## src/rtl/core/acull_pkg.sv

```systemverilog
package acull_pkg;

    localparam int COORD_WIDTH_DEF = 32;
    localparam int FRAC_BITS_DEF   = 16;

    localparam int FIELD_W     = 32;
    localparam int HALF_W      = 31;
    localparam int QUEUE_DEPTH = 2;
    localparam int NUM_ROWS    = 3;
    localparam int NUM_PLANES  = 6;
    localparam int ROW_WORDS   = 4;

    // Shared multiplier operand widths and the limb size used to split wide values.
    localparam int MUL_A_W = 35;
    localparam int MUL_B_W = 33;
    localparam int MUL_P_W = MUL_A_W + MUL_B_W;
    localparam int LIMB_W  = 32;

    localparam logic [1:0] CMD_ROW    = 2'd0;
    localparam logic [1:0] CMD_PLANE  = 2'd1;
    localparam logic [1:0] CMD_TEST   = 2'd2;
    localparam logic [1:0] CMD_UNUSED = 2'd3;

    typedef enum logic [1:0] {
        ITEM_ROW,
        ITEM_PLANE,
        ITEM_TEST
    } item_kind_t;

    typedef struct packed {
        item_kind_t                         kind;
        logic [2:0]                         slot;
        logic [ROW_WORDS-1:0][FIELD_W-1:0]  word;
        logic [2:0][HALF_W-1:0]             half;
    } item_t;

    typedef enum logic [2:0] {
        ENG_IDLE,
        ENG_XFORM,
        ENG_XWAIT,
        ENG_PLANE,
        ENG_PWAIT,
        ENG_DONE
    } eng_state_t;

    typedef enum logic [1:0] {
        DST_CW,
        DST_HW,
        DST_ACC
    } dest_t;

endpackage

```

## src/rtl/core/acull_front.sv

```systemverilog
module acull_front
    import acull_pkg::*;
(
    input  logic                      aclk,
    input  logic                      aresetn,
    input  logic                      s_valid,
    output logic                      s_ready,
    input  logic [1:0]                s_command,
    input  logic [2:0]                s_slot,
    input  logic signed [FIELD_W-1:0] s_word_a,
    input  logic signed [FIELD_W-1:0] s_word_b,
    input  logic signed [FIELD_W-1:0] s_word_c,
    input  logic signed [FIELD_W-1:0] s_word_d,
    input  logic signed [FIELD_W-1:0] s_center_x,
    input  logic signed [FIELD_W-1:0] s_center_y,
    input  logic signed [FIELD_W-1:0] s_center_z,
    input  logic [HALF_W-1:0]         s_half_x,
    input  logic [HALF_W-1:0]         s_half_y,
    input  logic [HALF_W-1:0]         s_half_z,
    output logic                      q_valid,
    input  logic                      q_ready,
    output item_t                     q_item
);

    localparam int PTR_W = $clog2(QUEUE_DEPTH);
    localparam int CNT_W = $clog2(QUEUE_DEPTH + 1);

    item_t            fifo_reg [QUEUE_DEPTH];
    logic [PTR_W-1:0] wr_ptr_reg, wr_ptr_next;
    logic [PTR_W-1:0] rd_ptr_reg, rd_ptr_next;
    logic [CNT_W-1:0] count_reg, count_next;

    item_t      in_item;
    item_kind_t kind;
    logic       cmd_ok;
    logic       push;
    logic       pop;

    // Requests with an unused command or an out-of-range slot are taken and dropped here.
    always_comb begin
        cmd_ok = 1'b0;
        kind   = ITEM_TEST;
        case (s_command)
            CMD_ROW: begin
                kind   = ITEM_ROW;
                cmd_ok = (s_slot < 3'(NUM_ROWS));
            end
            CMD_PLANE: begin
                kind   = ITEM_PLANE;
                cmd_ok = (s_slot < 3'(NUM_PLANES));
            end
            CMD_TEST: begin
                kind   = ITEM_TEST;
                cmd_ok = 1'b1;
            end
            default: begin
                kind   = ITEM_TEST;
                cmd_ok = 1'b0;
            end
        endcase
    end

    always_comb begin
        in_item.kind    = kind;
        in_item.slot    = s_slot;
        in_item.word[0] = (kind == ITEM_TEST) ? s_center_x : s_word_a;
        in_item.word[1] = (kind == ITEM_TEST) ? s_center_y : s_word_b;
        in_item.word[2] = (kind == ITEM_TEST) ? s_center_z : s_word_c;
        in_item.word[3] = s_word_d;
        in_item.half[0] = s_half_x;
        in_item.half[1] = s_half_y;
        in_item.half[2] = s_half_z;
    end

    assign s_ready = (count_reg != CNT_W'(QUEUE_DEPTH));
    assign q_valid = (count_reg != '0);
    assign q_item  = fifo_reg[rd_ptr_reg];
    assign push    = s_valid && s_ready && cmd_ok;
    assign pop     = q_valid && q_ready;

    always_comb begin
        wr_ptr_next = push ? wr_ptr_reg + 1'b1 : wr_ptr_reg;
        rd_ptr_next = pop ? rd_ptr_reg + 1'b1 : rd_ptr_reg;
        count_next  = count_reg;
        if (push && !pop) begin
            count_next = count_reg + 1'b1;
        end else if (pop && !push) begin
            count_next = count_reg - 1'b1;
        end
    end

    always_ff @(posedge aclk) begin
        if (!aresetn) begin
            wr_ptr_reg <= '0;
            rd_ptr_reg <= '0;
            count_reg  <= '0;
        end else begin
            wr_ptr_reg <= wr_ptr_next;
            rd_ptr_reg <= rd_ptr_next;
            count_reg  <= count_next;
        end
    end

    always_ff @(posedge aclk) begin
        if (push) begin
            fifo_reg[wr_ptr_reg] <= in_item;
        end
    end

endmodule

```

## config.mk

```make
export PLATFORM = sky130hd
export DESIGN_NAME = acull_front
export DESIGN_NICKNAME = d
export VERILOG_FILES = /design/src/rtl/core/acull_pkg.sv /design/src/rtl/core/acull_front.sv
export SDC_FILE = /design/constraint.sdc
export NUM_CORES = 1
export LEC_CHECK = 0
export BUFFER_PORTS_ARGS = -buffer_cell sky130_fd_sc_hd__buf_2
export CORE_AREA = 2 2 218 220
export CTS_CLUSTER_SIZE = 20
export DETAILED_ROUTE_END_ITERATION = 8
export DIE_AREA = 0 0 220 222
export MAX_ROUTING_LAYER = met4
export PLACE_DENSITY_LB_ADDON = 0.3
export RECOVER_POWER = 100
export SLEW_MARGIN = 20
export SYNTH_ARGS = -nofsm -noshare
export SYNTH_HDL_FRONTEND = slang
export SYNTH_SLANG_ARGS = --single-unit
```

## constraint.sdc

```tcl
create_clock -name aclk -period 6.45 [get_ports aclk]
set_input_delay 0 -clock aclk [delete_from_list [all_inputs] [get_ports aclk]]
set_output_delay 0 -clock aclk [all_outputs]
set_load 0.05 [all_outputs]
```

After elaboration in Yosys (flattened, before gate mapping)
Memories as Yosys holds them, arrays and structs flattened. A register that Yosys moved wholly into a read port is not among the register bits. Cells that the tools add are included.

Add/sub/neg operators: 4. Multiply operators: 0. Divide/modulo/power cells: 0. $lt $le $gt $ge: 2. Eq/ne operators: 4. Shift operators: 0. Multiplexer cells: 11. Bitwise logic cells: 0. Reductions and logical operators: 10.

Operator list (count): two-way mux 32 bit (3); logical AND 1 bit (5); equality test 2 bit (second input constant) (2); two-way mux 1 bit (4); two-way mux 2 bit (2); one-hot mux 2 bit (2 select lines) (1); nonzero test 2 bit (2); < comparator 3 x 2 -> 1 bit (second input constant) (1); < comparator 3 bit (second input constant) (1); one-hot mux 1 bit (3 select lines) (1); adder 1 bit (second input constant) (2); adder 2 x 1 -> 2 bit (second input constant) (1); equality test 2 x 1 -> 1 bit (second input constant) (1); zero test 1 bit (2); zero test 2 bit (1); inequality test 2 bit (second input constant) (1); subtractor 2 x 1 -> 2 bit (second input constant) (1).

Flip-flop bits (word level): 4. Latch bits: 0. Bits in writable memories: 452. Bits in read-only memories: 0. Logic and storage cells: 35. Memories: 1.

Memory list: fifo_reg (depth 2, bits a word 226, read ports 1, clocked after Yosys merged registers in 1, wr ports 1, line acull_front.sv:28) `item_t fifo_reg [QUEUE_DEPTH];`.

Longest topological paths before layout
Depth in word-level cells: 7. Gate-level depth with buffers: 7. Mapped depth without buffers: 7.

Least setup slack after synthesis
Ideal clock, no wire load.

Path kind: register -> register. Start point: reg count_reg[0]. End point: mem fifo_reg[1][0] in the netlist's numbering (enable). Data arrival time: 6419 ps. Data required time: 5835 ps. Slack: -584 ps. Cell stages (with the launch flop): 5. Buffers on the path: 0. Cells stage by stage: dfxtp_1 or2b_1 nand2_1 a211oi_4 and2_1.

Longest elaborated chain between the ends: 5.

RTL lines: start, declared (line acull_front.sv:31) `logic [CNT_W-1:0] count_reg, count_next;`; start signal, assigned (line acull_front.sv:100) `count_reg <= count_next;`; inequality test 2 bit (line acull_front.sv:75) `assign s_ready = (count_reg != CNT_W'(QUEUE_DEPTH));`; via s_ready (line acull_front.sv:7) `output logic s_ready,`; logical AND 1 bit (2 in series) (line acull_front.sv:78) `assign push = s_valid && s_ready && cmd_ok;`; via push (line acull_front.sv:36) `logic push;`; two-way mux 1 bit (line acull_front.sv:105) `if (push) begin`; two-way mux 1 bit (not written as such) (line acull_front.sv:106) `fifo_reg[wr_ptr_reg] <= in_item;`; end, declared (line acull_front.sv:28).

The timed path passes the listed nets, and every way through them passes these cells.

==> impl_metrics.ini <==
[worst_setup_path]
r2r_cells = 5
crit_path_max_fanout = 100
r2r_end = fifo_reg[1][91]$_DFFE_PP_
path_buf_inv = 2
critPathKind = flop to output port
cp-start-kind = flop
end_kind = output port
r2r-start = count_reg[0]$_SDFFE_PN0P_
critical_path.top_delay_family = buffers and inverters
cp_data_required_time_ns = 6.45
critPathArrivalTime_ns = 4.60
cpMaxStageDelayCell = clkbuf_2
cp.depth = 3
endpoint = q_item[168]
slowest_delay_ns = 1.99
crit_chain = clkbuf_2 -> mux2_2 -> clkbuf_1
reg2reg_slack_ns = 3.40

[cts]
ctsResizeCount = 0
cts_sinks = 457
htreeDepth = 2
cts-buffers-inserted = 46
cts_tree = done
root_buffer = clkbuf_16
cts_buffer_depth = 3
worstSkewPairLatency_ns = 0.56
post_cts_buffers = 0
path_clk_slew_ns = 0.06

[power_and_ir_drop]
cell_internal_pwr_mw = 5.99
ir_drop_mv = 0.299
power.total_mw = 9.66
combPwrFrac_pct = 36.2
p_seq_share_pct = 38.8
p_switching_mw = 3.67
switching_share_pct = 38.0
p_leak_nw = 8.88
p_per_area_nw_per_um2 = 382
power_frac_clock_pct = 25.0

[floorplanning]
ios = 554
die_width_um = 220
core_um2 = 46300
die_area_um2 = 48800
die_h_um = 222
start_util_pct = 38.4
rows = 79

[drt]
dr.pass1.iters = 5
drcViolationCount = 0
viasPerCell = 4.64
vias = 11100
drt.antenna.violating_nets = 0
drt-total-wl_mm = 44.2
wl_per_cell_um = 18.6
drt_iter0_drc = 584

[grt]
grt-ovfl-total = 0
grt_pass1_wl_mm = 64.7
antenna_found_initial = 2
grt_use_total_pct = 17.9
grt_pass1_vias = 11800
grt_start_max_net_pins = 128

[yosys]
yosysSeqAreaShare_pct = 76.9
ys_warn_count = 0
synth-edff-count = 452
synth_cell_types = 25
synthCells = 841
synth_area_um2 = 17800
avgSynthCellArea_um2 = 21.1
synth_flop_cell = edfxtp_1
syn_nets = 1168
synth_seq_cells = 457
async_flop_share_pct = 0

[sta]
fin_setup_tns_ns = 0
fin_crit_sh_pct = 71.3
maxSlewHeadroom_pct = -112
hold_viol = 0
timing.fmax_mhz = 217
drv_slew = 227
min_period_ns = 4.60
final-setup-viol-count = 0
skew_ns = 0.0153
worstMarginPinSlew_ns = 3.18
rsz0062_at_grt = false

[cells_and_area]
final_nets = 2063
fill_cells = 3781
areaGrowthSynthToFinish_pct = 42.3
seqCellArea_um2 = 13700
multiInputGateArea_um2 = 3780
final_area_um2 = 25300
layout-drive-gt1-share_pct = 34.6
largest_reg_flops = 452

[job]
maxCapViolations = 3

[place]
dp_hpwl_mm = 28.3
io_buffers = 553
gp_congestion = 0.800
place_area_um2 = 21100

[worst_hold_path]
holdCritPathClass = input pin to flop
worstHoldStart = s_half_x[19]

[outcome]
violations = max-capacitance violations, max-slew violations
status = finished with violations
[repair_timing]
| item | 4_1_cts | 5_1_grt |
|---|---|---|
| hold buffers | 324 | 0 |
| setup endpoints to repair | 0 | 0 |
| hold endpoints to repair | 455 | 0 |
[layer usage]
metal | up-vias | global-route usage [%] | wire [um] | part of all wire (%)
met5 | - | - | 0 | 0
met4 | 0 | 5.98 | 1260 | 2.8
met3 | 87 | 4.35 | 3140 | 7.1
met2 | 425 | 31.1 | 22700 | 51
met1 | 5403 | 20.2 | 17100 | 39
li1 | 5135 | - | - | -
[kinds of logic after synthesis]
logic type / after synthesis / share of synthesized area [%]
simple gates: 14 / 0.415
fa+ha+maj: 1 / 0.0704
mux: 323 / 20.5
compound gates: 5 / 0.239
buf+inv: 38 / 1.73
flops: 457 / 76.9
xor+xnor: 3 / 0.148
[Yosys cell counts (2+ instances only)]
library cell,instances,area (um2)
a21oi_1,2,10.0
nand2_1,3,11.3
buf_2,15,75.1
buf_4,3,22.5
edfxtp_1,452,13600
xor2_1,3,26.3
dfxtp_1,5,100
mux2_2,322,3630
nor2_1,3,11.3
buf_6,18,203
[per-stage QoR]
step                cells  utilization, %  setup WS (ns)  hold slack, ns
finish               2379            54.7           1.85           0.176
global route         2379            54.7           1.60           0.144
CTS                  2378            55.5           3.29          0.0569
detailed placement   1971            45.6           3.41           0.192
global placement     1971            45.6           3.51           0.189
floorplan             841               -           1.95          0.0989
[power by group through the flow]
stage          clock network [mW]  logic [mW]  registers, mW
2_1_floorplan                   0        2.72           3.76
3_3_place_gp                    0        3.41           3.80
3_5_place_dp                    0        3.41           3.81
4_1_cts                      2.49        3.60           3.75
5_1_grt                      2.61        3.64           3.78
6_report                     2.41        3.50           3.75
[placed cells by master (no fill, tap or decap), drive strengths merged]
cell type    instances
bufinv               1
or2b                 1
and2b                1
or3                  1
o21ai                1
or2                  1
a21o                 1
ha                   1
nor3                 1
a21oi                2
and2                 1
mux2i                1
mux2               322
edfxtp             452
inv                  2
nand2b               1
xor2                 3
clkinv              20
buf                253
clkbuf             368
nor2b                1
a211oi               1
dfxtp                5
nor2                 3
nand2                3
diode                1
dlygate4sd3        324
[layout make-up]
cell class	instances	area share, %
tap	607	3.00
timing repair buffer	884	22.6
multi-input combinational	346	15.0
clock buffer	61	4.86
clock inverter	22	0.485
antenna	1	0.00990
inverter	1	0.0148
sequential	457	54.1
[worst min path at each step]
stage / endpoint / cells past startpoint
floorplan: fifo_reg[0][0]$_DFFE_PP_ / 0
global placement: fifo_reg[0][67]$_DFFE_PP_ / 1
detailed placement: fifo_reg[0][11]$_DFFE_PP_ / 1
CTS: fifo_reg[0][225]$_DFFE_PP_ / 1
finish: fifo_reg[1][19]$_DFFE_PP_ / 2
global route: fifo_reg[0][19]$_DFFE_PP_ / 2
Power figures use the tool's default switching activity.
